`config.mk`:
```
export PLATFORM = sky130hd
export DESIGN_NAME = ksvt_front
export DESIGN_NICKNAME = d
export VERILOG_FILES = /design/src/rtl/core/ksvt_pkg.sv /design/src/rtl/core/ksvt_front.sv
export SDC_FILE = /design/constraint.sdc
export NUM_CORES = 1
export LEC_CHECK = 0
export BUFFER_PORTS_ARGS = -buffer_cell sky130_fd_sc_hd__clkbuf_2
export CORE_AREA = 2 2 94 96
export DETAILED_ROUTE_END_ITERATION = 8
export DIE_AREA = 0 0 96 98
export GPL_TIMING_DRIVEN = 0
export MAX_ROUTING_LAYER = met4
export SYNTH_ARGS = -nofsm -noshare
export SYNTH_HDL_FRONTEND = slang
export SYNTH_SLANG_ARGS = --single-unit
```
`constraint.sdc`:
```
create_clock -name vclk -period 1.8
set_input_delay 0 -clock vclk [all_inputs]
set_output_delay 0 -clock vclk [all_outputs]
set_load 0.005 [all_outputs]
```
`src/rtl/core/ksvt_pkg.sv`:
```
// Shared types, codes and size helpers for the known slot value table.
`timescale 1ns / 1ps

package ksvt_pkg;

  localparam int KSVT_ENTRIES = 16;

  localparam logic [1:0] MODE_QUERY = 2'd0;
  localparam logic [1:0] MODE_WRITE = 2'd1;
  localparam logic [1:0] MODE_INVAL = 2'd2;
  localparam logic [1:0] MODE_CLEAR = 2'd3;

  localparam logic [2:0] SIZE_NONE = 3'd0;
  localparam logic [2:0] SIZE_1B   = 3'd1;
  localparam logic [2:0] SIZE_2B   = 3'd2;
  localparam logic [2:0] SIZE_4B   = 3'd3;
  localparam logic [2:0] SIZE_8B   = 3'd4;

  typedef enum logic [2:0] {
    OP_QUERY,
    OP_MISS,
    OP_WRITE,
    OP_DROP,
    OP_CLEAR
  } op_t;

  typedef enum logic [1:0] {
    BK_IDLE,
    BK_MATCH,
    BK_APPLY
  } bk_state_t;

  typedef struct packed {
    logic [1:0]  mode;
    logic [31:0] byte_offset;
    logic [2:0]  size_code;
    logic [63:0] write_value;
  } req_beat_t;

  typedef struct packed {
    logic        hit;
    logic [63:0] read_value;
    logic        stored;
  } rsp_beat_t;

  typedef struct packed {
    op_t         op;
    logic [31:0] start;
    logic [32:0] end_addr;
    logic [2:0]  code;
    logic [63:0] value;
  } cmd_t;

  // Bytes covered by a size code; zero for none or an unused code.
  function automatic logic [3:0] code_bytes(input logic [2:0] code);
    logic [3:0] b;
    case (code)
      SIZE_1B: b = 4'd1;
      SIZE_2B: b = 4'd2;
      SIZE_4B: b = 4'd4;
      SIZE_8B: b = 4'd8;
      default: b = 4'd0;
    endcase
    return b;
  endfunction

  function automatic logic [63:0] size_mask(input logic [2:0] code);
    logic [63:0] m;
    case (code)
      SIZE_1B: m = 64'h0000_0000_0000_00FF;
      SIZE_2B: m = 64'h0000_0000_0000_FFFF;
      SIZE_4B: m = 64'h0000_0000_FFFF_FFFF;
      SIZE_8B: m = 64'hFFFF_FFFF_FFFF_FFFF;
      default: m = 64'h0;
    endcase
    return m;
  endfunction

endpackage

```
`src/rtl/core/ksvt_front.sv`:
```
// Front end: decode request beats into table commands.
`timescale 1ns / 1ps

module ksvt_front (
  input  ksvt_pkg::req_beat_t req,
  input  logic                req_valid,
  output logic                req_stall,
  input  logic                q_full,
  output logic                push,
  output ksvt_pkg::cmd_t      cmd
);

  logic [3:0] bytes;

  assign bytes     = ksvt_pkg::code_bytes(req.size_code);
  assign req_stall = q_full;
  assign push      = req_valid && !q_full;

  always_comb begin
    cmd.start    = req.byte_offset;
    cmd.end_addr = {1'b0, req.byte_offset} + 33'(bytes);
    cmd.code     = req.size_code;
    cmd.value    = req.write_value & ksvt_pkg::size_mask(req.size_code);
    case (req.mode)
      ksvt_pkg::MODE_QUERY: cmd.op = (bytes == 4'd0) ? ksvt_pkg::OP_MISS : ksvt_pkg::OP_QUERY;
      ksvt_pkg::MODE_WRITE: cmd.op = (bytes == 4'd0) ? ksvt_pkg::OP_CLEAR : ksvt_pkg::OP_WRITE;
      ksvt_pkg::MODE_INVAL: cmd.op = (bytes == 4'd0) ? ksvt_pkg::OP_CLEAR : ksvt_pkg::OP_DROP;
      default:              cmd.op = ksvt_pkg::OP_CLEAR;
    endcase
  end

endmodule

```
==> impl_metrics.env <==
export IMPL_finalSetupViolCount=14
export IMPL_vdd_ir_drop_max_v=0.0000614
export IMPL_endpoint_kind="output port"
export IMPL_drv_slew=0
export IMPL_period_needed_ns=2.04
export IMPL_syn_inst=232
export IMPL_failed_checks="negative setup slack"
export IMPL_cp_num_buf_inv=5
export IMPL_wirelength_um=6830
export IMPL_worstMarginPinSlew_ns=0.636
export IMPL_worstHoldPathType="in2out"
export IMPL_grt_max_degree=11
export IMPL_dp_hpwl_um=6000
export IMPL_grt_overflow=0
export IMPL_via_count=2513
export IMPL_grt_usage=0.130
export IMPL_io_pins=240
export IMPL_layout_nets=592
export IMPL_grt_setup_unrepaired="yes"
export IMPL_crit_required_ns=1.80
export IMPL_start_util=0.190
export IMPL_syn_num_nets=340
export IMPL_status="finished, violations left"
export IMPL_timing_final_crit_share=1.13
export IMPL_drt_iter0_markers=57
export IMPL_cp_start_kind="input port"
export IMPL_crit_arrival_ns=2.04
export IMPL_grt_pass1_wl_um=9930
export IMPL_synth_compound_area_frac=0.0335
export IMPL_io_buffers=239
export IMPL_filler_cell_count=919
export IMPL_fp_dieH_um=98
export IMPL_slowest_delay_ns=0.43
export IMPL_synth_simple_area_share=0.523
export IMPL_max_cap_violations=0
export IMPL_coreArea_um2=8470
export IMPL_fin_area_um2=3260
export IMPL_path_max_fanout=5
export IMPL_first_pass_iters=4
export IMPL_register_area_um2=0
export IMPL_timing_final_ws_setup_ns=-0.239
export IMPL_fmax_mhz=490
export IMPL_synth_warnings=0
export IMPL_flops_and_latches=0
export IMPL_layout_common_cells="clkbuf_2 (227), buf_4 (45), and3_1 (33)"
export IMPL_hold_buffers=0
export IMPL_post_dp_cell_area_um2=2980
export IMPL_avgSynthCellArea_um2=6.92
export IMPL_vias_per_cell=4.26
export IMPL_critPathKind="in2out"
export IMPL_crit_family="simple AND/OR/NAND/NOR gates"
export IMPL_pre_cts_slack_ns=-0.556
export IMPL_syn_to_final_growth_pct=103
export IMPL_die_area_um2=9410
export IMPL_drc_errors=0
export IMPL_path_cells="clkbuf_16 -> buf_8 -> nor3b_2 -> ha_2 -> fa_2 -> a211oi_2 -> or3_4 -> buf_4 -> buf_4 -> nor4_4 -> xor2_1 -> buf_2"
export IMPL_cpMaxStageDelayCell="or3_4"
export IMPL_crit_top_cell="buf_4"
export IMPL_insertedDiodeCount=0
export IMPL_hold_slack_ns=0.172
export IMPL_grt_antenna_before_repair=0
export IMPL_synthAdderAreaFrac=0.0498
export IMPL_netlist_cell_type_count=33
export IMPL_die_w_um=96
export IMPL_hold_violations=0
export IMPL_wl_per_cell_um=11.6
export IMPL_ys_seq_area_frac=0
export IMPL_clock_buffers=0
export IMPL_synth_area_um2=1610
export IMPL_power_density_nw_per_um2=186
export IMPL_grt_pass1_vias=2122
export IMPL_rows=34
export IMPL_final_antenna_net_count=0
export IMPL_synth_xor_area_share=0.180
export IMPL_gp_congestion=0.691
export IMPL_slew_headroom=0.573
export IMPL_synth_top_family_by_area="simple AND/OR/NAND/NOR gates"
export IMPL_drive_above_1_share=0.656
export IMPL_layout_commonest_cell="clkbuf_2"
export IMPL_synth_mux_area_frac=0
export IMPL_leakage_uw=0.00201
export IMPL_power_uw=606
==> report_power, final <==
part | switching, uW | leakage [uW] | internal (uW)
Sequential | 0 | 0 | 0
Clock | 0 | 0 | 0
Combinational | 268 | 0.00201 | 338
==> final timing paths <==
| path | startpoint | endpoint | depth (start not counted) |
|---|---|---|---|
| worst max-delay path | req[66] | cmd[91] | 12 |
| worst min-delay path | req[66] | cmd[66] | 2 |
==> cell usage after synthesis (all sizes together) <==
library cell,n,area share
a211oi,1,0.0047
a21o,2,0.0093
a21oi,4,0.012
and2,28,0.11
and3,33,0.13
and4,6,0.033
buf,38,0.18
clkbuf,11,0.026
fa,1,0.012
ha,4,0.031
inv,4,0.0093
maj3,1,0.0062
nand2,12,0.028
nand3,8,0.025
nand4,9,0.044
nand4b,1,0.0055
nor2,7,0.016
nor2b,11,0.043
nor3,6,0.019
nor3b,1,0.0047
nor4,4,0.029
nor4b,3,0.028
o21ai,1,0.0031
o22ai,1,0.0039
or2,1,0.0039
or3,1,0.0070
xnor2,16,0.087
xor2,17,0.093
==> layer usage <==
layer	up-vias	track usage	wire, um
met5	-	-	0
met4	0	0.0165	107
met3	8	0.00926	595
met2	137	0.245	3520
met1	1104	0.151	2600
li1	1264	-	-
==> area by class of cell <==
type | count | area, um2 | area share
Buffer | 49 | 374 | 0.115
Multi-Input combinational cell | 179 | 1430 | 0.438
Timing Repair Buffer | 250 | 1310 | 0.401
Tap cell | 108 | 135 | 0.0415
Inverter | 4 | 15.0 | 0.00461
==> what timing repair did <==
item,4_1_cts,5_1_grt
buffers inserted,5,4
pin swaps,21,18
endpoints found under the setup margin,27,29
hold endpoints to repair,0,0
resized for setup,25,19
gates cloned,2,0
==> through the flow <==
stage | utilization | cells | setup TNS (ns)
floorplan | - | 232 | -0.451
global placement | 0.352 | 579 | -10.32
detailed placement | 0.352 | 579 | -11.14
CTS | 0.377 | 586 | -2.83
global route | 0.385 | 590 | -4.52
finish | 0.385 | 590 | -2.09
==> kinds of logic after synthesis <==
group | count (synthesis)
AND/OR/NAND/NOR | 131
buffers and inverters | 53
XOR/XNOR | 33
AO/OA/AOI/OAI | 9
adder cells (fa/ha/maj) | 6
No activity file was read; power rests on OpenSTA's default activity.
