File: src/rtl/core/ksvt_pkg.sv
// Shared types, codes and size helpers for the known slot value table.
`timescale 1ns / 1ps

package ksvt_pkg;

  localparam int KSVT_ENTRIES = 16;

  localparam logic [1:0] MODE_QUERY = 2'd0;
  localparam logic [1:0] MODE_WRITE = 2'd1;
  localparam logic [1:0] MODE_INVAL = 2'd2;
  localparam logic [1:0] MODE_CLEAR = 2'd3;

  localparam logic [2:0] SIZE_NONE = 3'd0;
  localparam logic [2:0] SIZE_1B   = 3'd1;
  localparam logic [2:0] SIZE_2B   = 3'd2;
  localparam logic [2:0] SIZE_4B   = 3'd3;
  localparam logic [2:0] SIZE_8B   = 3'd4;

  typedef enum logic [2:0] {
    OP_QUERY,
    OP_MISS,
    OP_WRITE,
    OP_DROP,
    OP_CLEAR
  } op_t;

  typedef enum logic [1:0] {
    BK_IDLE,
    BK_MATCH,
    BK_APPLY
  } bk_state_t;

  typedef struct packed {
    logic [1:0]  mode;
    logic [31:0] byte_offset;
    logic [2:0]  size_code;
    logic [63:0] write_value;
  } req_beat_t;

  typedef struct packed {
    logic        hit;
    logic [63:0] read_value;
    logic        stored;
  } rsp_beat_t;

  typedef struct packed {
    op_t         op;
    logic [31:0] start;
    logic [32:0] end_addr;
    logic [2:0]  code;
    logic [63:0] value;
  } cmd_t;

  // Bytes covered by a size code; zero for none or an unused code.
  function automatic logic [3:0] code_bytes(input logic [2:0] code);
    logic [3:0] b;
    case (code)
      SIZE_1B: b = 4'd1;
      SIZE_2B: b = 4'd2;
      SIZE_4B: b = 4'd4;
      SIZE_8B: b = 4'd8;
      default: b = 4'd0;
    endcase
    return b;
  endfunction

  function automatic logic [63:0] size_mask(input logic [2:0] code);
    logic [63:0] m;
    case (code)
      SIZE_1B: m = 64'h0000_0000_0000_00FF;
      SIZE_2B: m = 64'h0000_0000_0000_FFFF;
      SIZE_4B: m = 64'h0000_0000_FFFF_FFFF;
      SIZE_8B: m = 64'hFFFF_FFFF_FFFF_FFFF;
      default: m = 64'h0;
    endcase
    return m;
  endfunction

endpackage

File: src/rtl/core/ksvt_queue.sv
// Two-deep command queue between the front end and the table.
`timescale 1ns / 1ps

module ksvt_queue (
  input  logic           clk,
  input  logic           rst,
  input  logic           push,
  input  ksvt_pkg::cmd_t cmd_in,
  output logic           full,
  input  logic           pop,
  output logic           nonempty,
  output ksvt_pkg::cmd_t cmd_out
);

  ksvt_pkg::cmd_t slot [2];
  logic           wr_ptr;
  logic           rd_ptr;
  logic [1:0]     count;

  assign full     = (count == 2'd2);
  assign nonempty = (count != 2'd0);
  assign cmd_out  = slot[rd_ptr];

  always_ff @(posedge clk) begin
    if (push) begin
      slot[wr_ptr] <= cmd_in;
    end
  end

  always_ff @(posedge clk) begin
    if (rst) begin
      wr_ptr <= 1'b0;
      rd_ptr <= 1'b0;
      count  <= 2'd0;
    end else begin
      if (push) begin
        wr_ptr <= ~wr_ptr;
      end
      if (pop) begin
        rd_ptr <= ~rd_ptr;
      end
      case ({push, pop})
        2'b10:   count <= count + 2'd1;
        2'b01:   count <= count - 2'd1;
        default: count <= count;
      endcase
    end
  end

endmodule

File: config.mk
export PLATFORM = sky130hd
export DESIGN_NAME = ksvt_queue
export DESIGN_NICKNAME = d
export VERILOG_FILES = /design/src/rtl/core/ksvt_pkg.sv /design/src/rtl/core/ksvt_queue.sv
export SDC_FILE = /design/constraint.sdc
export NUM_CORES = 1
export LEC_CHECK = 0
export ABC_AREA = 1
export BUFFER_PORTS_ARGS = -buffer_cell sky130_fd_sc_hd__clkbuf_2
export CAP_MARGIN = 20
export CORE_ASPECT_RATIO = 0.7
export CORE_UTILIZATION = 52
export DETAILED_ROUTE_END_ITERATION = 10
export GPL_ROUTABILITY_DRIVEN = 1
export HOLD_SLACK_MARGIN = 0.06
export PLACE_DENSITY = 0.79
export SYNTH_ARGS = -nofsm -noshare
export SYNTH_HDL_FRONTEND = slang
export SYNTH_SLANG_ARGS = --single-unit
File: constraint.sdc
create_clock -name clk -period 8.8 [get_ports clk]
set_clock_uncertainty 0.15 [all_clocks]
set_input_delay 0.44 -clock clk [delete_from_list [all_inputs] [get_ports clk]]
set_output_delay 0.44 -clock clk [all_outputs]
set_load 0.05 [all_outputs]
==> results of run 1 <==
routing by layer:
| layer | vias to the layer above | share of wire |
|---|---|---|
| met5 | - | 0 |
| met4 | 0 | 0.020 |
| met3 | 36 | 0.083 |
| met2 | 294 | 0.51 |
| met1 | 2888 | 0.38 |
| li1 | 2639 | - |
cell usage after synthesis:
| cell type | number | area, µm² |
|---|---|---|
| mux2_4 | 50 | 751 |
| buf_6 | 7 | 78.8 |
| inv_1 | 7 | 26.3 |
| ha_1 | 1 | 12.5 |
| edfxtp_1 | 270 | 8110 |
| nand4_1 | 1 | 6.26 |
| nor2_1 | 9 | 33.8 |
| nand2_1 | 6 | 22.5 |
| a21oi_1 | 1 | 5.00 |
| buf_2 | 8 | 40.0 |
| dfxtp_1 | 5 | 100 |
| xnor2_1 | 1 | 8.76 |
| nor3_1 | 1 | 5.00 |
| mux2_2 | 85 | 957 |
| o21ai_0 | 1 | 5.00 |
worst min-delay path by stage:
stage / startpoint / to / slack (ns)
finish: pop / rd_ptr / 0.11
global route: pop / rd_ptr / 0.11
CTS: pop / rd_ptr / 0.09
detailed placement: count[1] / count[1] / 0.36
global placement: count[1] / count[1] / 0.34
floorplan: count[1] / count[1] / 0.33
worst register-to-register path, cell delays in order, from the launching register on:
cell,delay (ns)
dfxtp_1,0.41
nand2_1,0.15
inv_6,0.51
buf_4,0.83
sequential cells by signal, indices dropped and copies added, names as in the netlist, named ones only:
| register | cells |
|---|---|
| count | 2 |
| rd_ptr | 1 |
| slot | 270 |
| wr_ptr | 1 |
power breakdown:
group,leakage (µW),internal (µW),switching (µW),total (µW)
Clock,0.000373,589,454,1040
Combinational,0.00251,187,363,551
Sequential,0.00258,1520,34.4,1550
what timing repair did:
| item | CTS | global route |
|---|---|---|
| endpoints found under the hold margin | 273 | 0 |
| gates resized for setup | 0 | 0 |
| hold buffers | 138 | 0 |
per-stage QoR:
stage               instance area, µm²  cells  total power [µW]
floorplan                        10200    453              1960
global placement                 11800    981              2060
detailed placement               11800    981              2070
CTS                              14000   1165              3140
global route                     14000   1165              3240
finish                           14000   1165              3150
layout make-up:
cell class | instances | area share
clock inverter | 10 | 0.00493
sequential | 275 | 0.589
tap | 264 | 0.0237
inverter | 7 | 0.00224
multi-input combinational | 156 | 0.130
clock buffer | 36 | 0.0508
timing repair buffer | 417 | 0.200
cell families (layout without fill, tap and decap cells):
logic type,count (synthesis),count (layout),synth area share
buffers and inverters,22,470,0.0143
flip-flops,275,275,0.808
multiplexers,135,135,0.168
AND/OR/NAND/NOR,17,17,0.00665
AO/OA/AOI/OAI,2,2,0.000984
XOR/XNOR,1,1,0.000862
adder cells (fa/ha/maj),1,1,0.00123
==> flow_summary_export.csv, run 1 <==
group,metric,value,unit
cts,cts_sinks,275,
worst_setup_path,path_cells,"buf_4 > mux2_2 > clkbuf_2",
layout,regArea,8210,µm²
detailed_routing,routed_via_density,5.03,
layout,utilization,0.733,
timing,fin_crit_sh,0.441,
die,rows,42,
worst_setup_path,cp-start-kind,"flip-flop",
cts,cts_tree,"yes",
worst_setup_path,path_buf_inv,2,
run,max-cap-violations,0,
layout,final_common_cell,"clkbuf_2",
logic_synthesis,syn-mean-instance-area,22.4,µm²
worst_setup_path,crit_path_max_fanout,77,
detailed_routing,drt_iter0_drc,415,
logic_synthesis,syn_area,10200,µm²
global_routing,grtUsageTotal,0.222,
global_routing,first_global_vias,6325,
worst_setup_path,ff2ff_setup_slack,6.31,ns
cts,cts.clk_slew.worst_paths,0.06,ns
worst_setup_path,endpoint,"cmd_out[127]",
cts,clock_latency,0.51,ns
place,io_buffers,275,
die,start_util,0.534,
logic_synthesis,synth_seq_area_share,0.808,
layout,fillers,1102,
min_path,hp-class,"input pin to flip-flop",
detailed_routing,drtPass1Iterations,5,
global_routing,grt_max_degree,78,
worst_setup_path,crit_slowest_cell,"dfxtp_4",
timing,final-setup-viol-count,0,
logic_synthesis,syn_inst,453,
worst_setup_path,end_kind,"output port",
global_routing,met3_usage,0.0575,
timing,holdWs,0.112,ns
pwr,cellPowerDensity,225,nW/µm²
cts,cts_buffers,26,
worst_setup_path,crit_family,"buffers and inverters",
layout,nets,1023,
layout,drive_gt1_frac,0.496,
detailed_routing,wire_per_inst,19.4,µm
worst_setup_path,cp.depth,3,
die,ioPinCount,276,
logic_synthesis,synth_warnings,0,
logic_synthesis,ys_ff_latch,275,
worst_setup_path,reg2reg_from,"wr_ptr",
detailed_routing,ant_nets,0,
logic_synthesis,synth_nets,593,
global_routing,grt_use_met2,0.404,
worst_setup_path,crit_arrival,3.29,ns
timing,finalWorstSetupSlack,4.92,ns
place,pre_cts_slack,5.51,ns
timing,rsz0062_at_grt,"no",
timing,worst_pin_slew,1.12,ns
layout,n_antenna_cell,0,
min_path,holdPathStages,3,
cts,post_cts_buffers,0,
timing,slew_violations,0,
timing,max-slew-margin-rel,0.250,
place,hpwlAfterDp,12.5,mm
logic_synthesis,ys_types,15,
timing,hold_viol,0,
detailed_routing,vias,5857,
layout,multi_input_area,1810,µm²
die,die_h,119,µm
worst_setup_path,required,8.21,ns
pwr,peakVddDrop,0.174,mV
run_status,status,"completed",
global_routing,busiest_layer,"met2",
detailed_routing,routed_wl,22.6,mm
global_routing,globalRouteOverflowTotal,0,
worst_setup_path,slowest_delay,1.05,ns
cts,cts_max_level,1,
cts,cts-root-buf,"clkbuf_16",
die,fp.dieArea,20100,µm²
timing,tns,0,ns
place,gp_congestion,0.753,
global_routing,gr-usage-met1,0.264,
layout,area_growth,37.3,%
pwr,p_leak,0.00546,µW
timing,fmax,0.258,GHz
detailed_routing,post-route-drc-count,0,
global_routing,grt_pass1_wl,34.1,mm
die,core-area,19000,µm²
cts,clockBufferDepth,3,
worst_setup_path,r2r_cells,3,
timing,fin_crit,3.88,ns
worst_setup_path,rr_endpoint,"slot[1][8]",
global_routing,antenna_found_initial,0,
die,die_x,169,µm
layout,most-common-layout-cells,"clkbuf_2 (275), edfxtp_1 (270), dlygate4sd3_1 (138)",
worst_setup_path,crit_type,"flip-flop to output port",
Power figures use the tool's default switching activity.
==> run 2, diff against run 1 <==
- CORE_UTILIZATION: 52 -> 47
- PLACE_DENSITY: 0.79 -> 0.76
- clock period: 8.8 -> 3.5 ns (I/O delays scaled with it)
==> flow_summary_export.csv, run 2 (same netlist as run 1, synthesis figures left out) <==
group,metric,value,unit
run_status,status,"completed",
cts,clock_latency,0.51,ns
place,hpwlAfterDp,12.8,mm
timing,max-slew-margin-rel,0.298,
cts,hold_buffers,139,
timing,slew_violations,0,
detailed_routing,vias,5856,
min_path,hold_end,"slot[1][37]",
layout,regArea,8210,µm²
layout,drive_gt1_frac,0.505,
worst_setup_path,reg2reg_from,"wr_ptr",
timing,worst_pin_slew,1.05,ns
global_routing,first_global_vias,6256,
die,core-area,21000,µm²
worst_setup_path,crit_path_max_fanout,51,
cts,cts-root-buf,"clkbuf_16",
layout,fillers,1342,
place,gp_congestion,0.756,
worst_setup_path,ff2ff_setup_slack,1.56,ns
detailed_routing,drtPass1Iterations,5,
pwr,cellPowerDensity,561,nW/µm²
layout,largest_register,"slot",
layout,most-common-layout-cells,"clkbuf_2 (275), edfxtp_1 (270), dlygate4sd3_1 (139)",
cts,clockBufferDepth,3,
cts,cts_max_level,1,
cts,cts_resized,0,
pwr,p_leak,0.00549,µW
global_routing,globalRouteOverflowTotal,0,
min_path,hold_start,"cmd_in[37]",
cts,post_cts_buffers,0,
timing,rsz0062_at_grt,"no",
layout,multi_input_area,1810,µm²
timing,tns,0,ns
min_path,hp-class,"input pin to flip-flop",
place,io_buffers,275,
die,start_util,0.484,
timing,finalWorstSetupSlack,0.777,ns
timing,fin_crit_sh,0.778,
die,rows,44,
timing,fmax,0.367,GHz
worst_setup_path,crit_arrival,2.40,ns
cts,cts.clk_slew.worst_paths,0.06,ns
run,max-cap-violations,0,
worst_setup_path,r2r_cells,3,
detailed_routing,routed_wl,22.1,mm
worst_setup_path,end_kind,"output port",
die,ioPinCount,276,
layout,n_antenna_cell,0,
die,die_h,125,µm
worst_setup_path,crit_type,"flip-flop to output port",
timing,final-setup-viol-count,0,
min_path,holdPathStages,2,
worst_setup_path,rr_endpoint,"slot[1][113]",
cts,cts_buffers,25,
detailed_routing,post-route-drc-count,0,
layout,area_growth,38.0,%
detailed_routing,routed_via_density,4.98,
layout,reg_top3,"slot: 270 flops, count: 2 flops",
layout,nets,1027,
global_routing,antenna_found_initial,0,
worst_setup_path,cp-start-kind,"flip-flop",
cts,cts_tree,"yes",
pwr,peakVddDrop,0.533,mV
global_routing,grt_pass1_wl,32.8,mm
global_routing,grtUsageTotal,0.193,
detailed_routing,drt_iter0_drc,326,
detailed_routing,wire_per_inst,18.8,µm
worst_setup_path,required,3.17,ns
timing,fin_crit,2.72,ns
detailed_routing,ant_nets,0,
timing,hold_viol,0,
die,die_x,178,µm
die,fp.dieArea,22200,µm²
global_routing,grt_max_degree,78,
layout,final_common_cell,"clkbuf_2",
place,pre_cts_slack,1.29,ns
layout,largest_register_ffs,270,
cts,cts_sinks,275,
run 2: changes by cell type in the layout (fill, tap and decap cells not counted), sizes merged:
cell,delta
clkinvlp,+2
clkbuf,-8
dlygate4sd3,+1
bufinv,+1
inv,-1
buf,+4
clkinv,+1
run 2: worst max path at each step:
| stage | start | to | slack, ns | cells after the start |
|---|---|---|---|---|
| after floorplan | wr_ptr | slot[1][0] | 0.53 | 2 |
| after global placement | flip-flop | cmd_out[129] | 1.32 | 3 |
| after detailed placement | flip-flop | cmd_out[129] | 1.29 | 3 |
| after CTS | flip-flop | cmd_out[70] | 0.76 | 3 |
| after global routing | flip-flop | cmd_out[132] | 0.67 | 3 |
| final | flip-flop | cmd_out[70] | 0.78 | 3 |
run 2: critical path, stage by stage, from the launching register on:
cell and delay, ns:
dfxtp_4 0.85, buf_12 0.38, mux2_2 0.38, clkbuf_2 0.23
run 2: final cells by class:
| cell class | count | share of cell area |
|---|---|---|
| timing repair buffer | 422 | 0.204 |
| tap | 276 | 0.0246 |
| clock buffer | 28 | 0.0454 |
| clock inverter | 13 | 0.00821 |
| sequential | 275 | 0.586 |
| inverter | 7 | 0.00214 |
| multi-input combinational | 156 | 0.129 |
run 2: routing by layer:
layer,routed length [µm],up-vias,part of all wire,track usage
li1,-,2650,-,-
met1,8860,2870,0.40,0.232
met2,10900,292,0.49,0.344
met5,0,-,0,0
met3,1820,44,0.082,0.0481
met4,532,0,0.024,0.0513
run 2: power by group:
part           internal (µW)  total, µW  switching (µW)
clock network           1450       2570            1130
registers               3820       3890            70.8
logic                    480       1410             929
total                   5740       7870            2130
run 2: metrics by stage:
stage          cells  instance area (µm²)  power (µW)  utilization  hold slack (ns)
6_report        1177                14000        7870        0.668            0.249
5_1_grt         1177                14000        8100        0.668            0.240
4_1_cts         1177                14000        7890        0.668            0.219
3_5_place_dp     997                11900        5220        0.566            0.218
3_3_place_gp     997                11900        5190        0.566            0.214
2_1_floorplan    453                10200        4910            -           0.0974
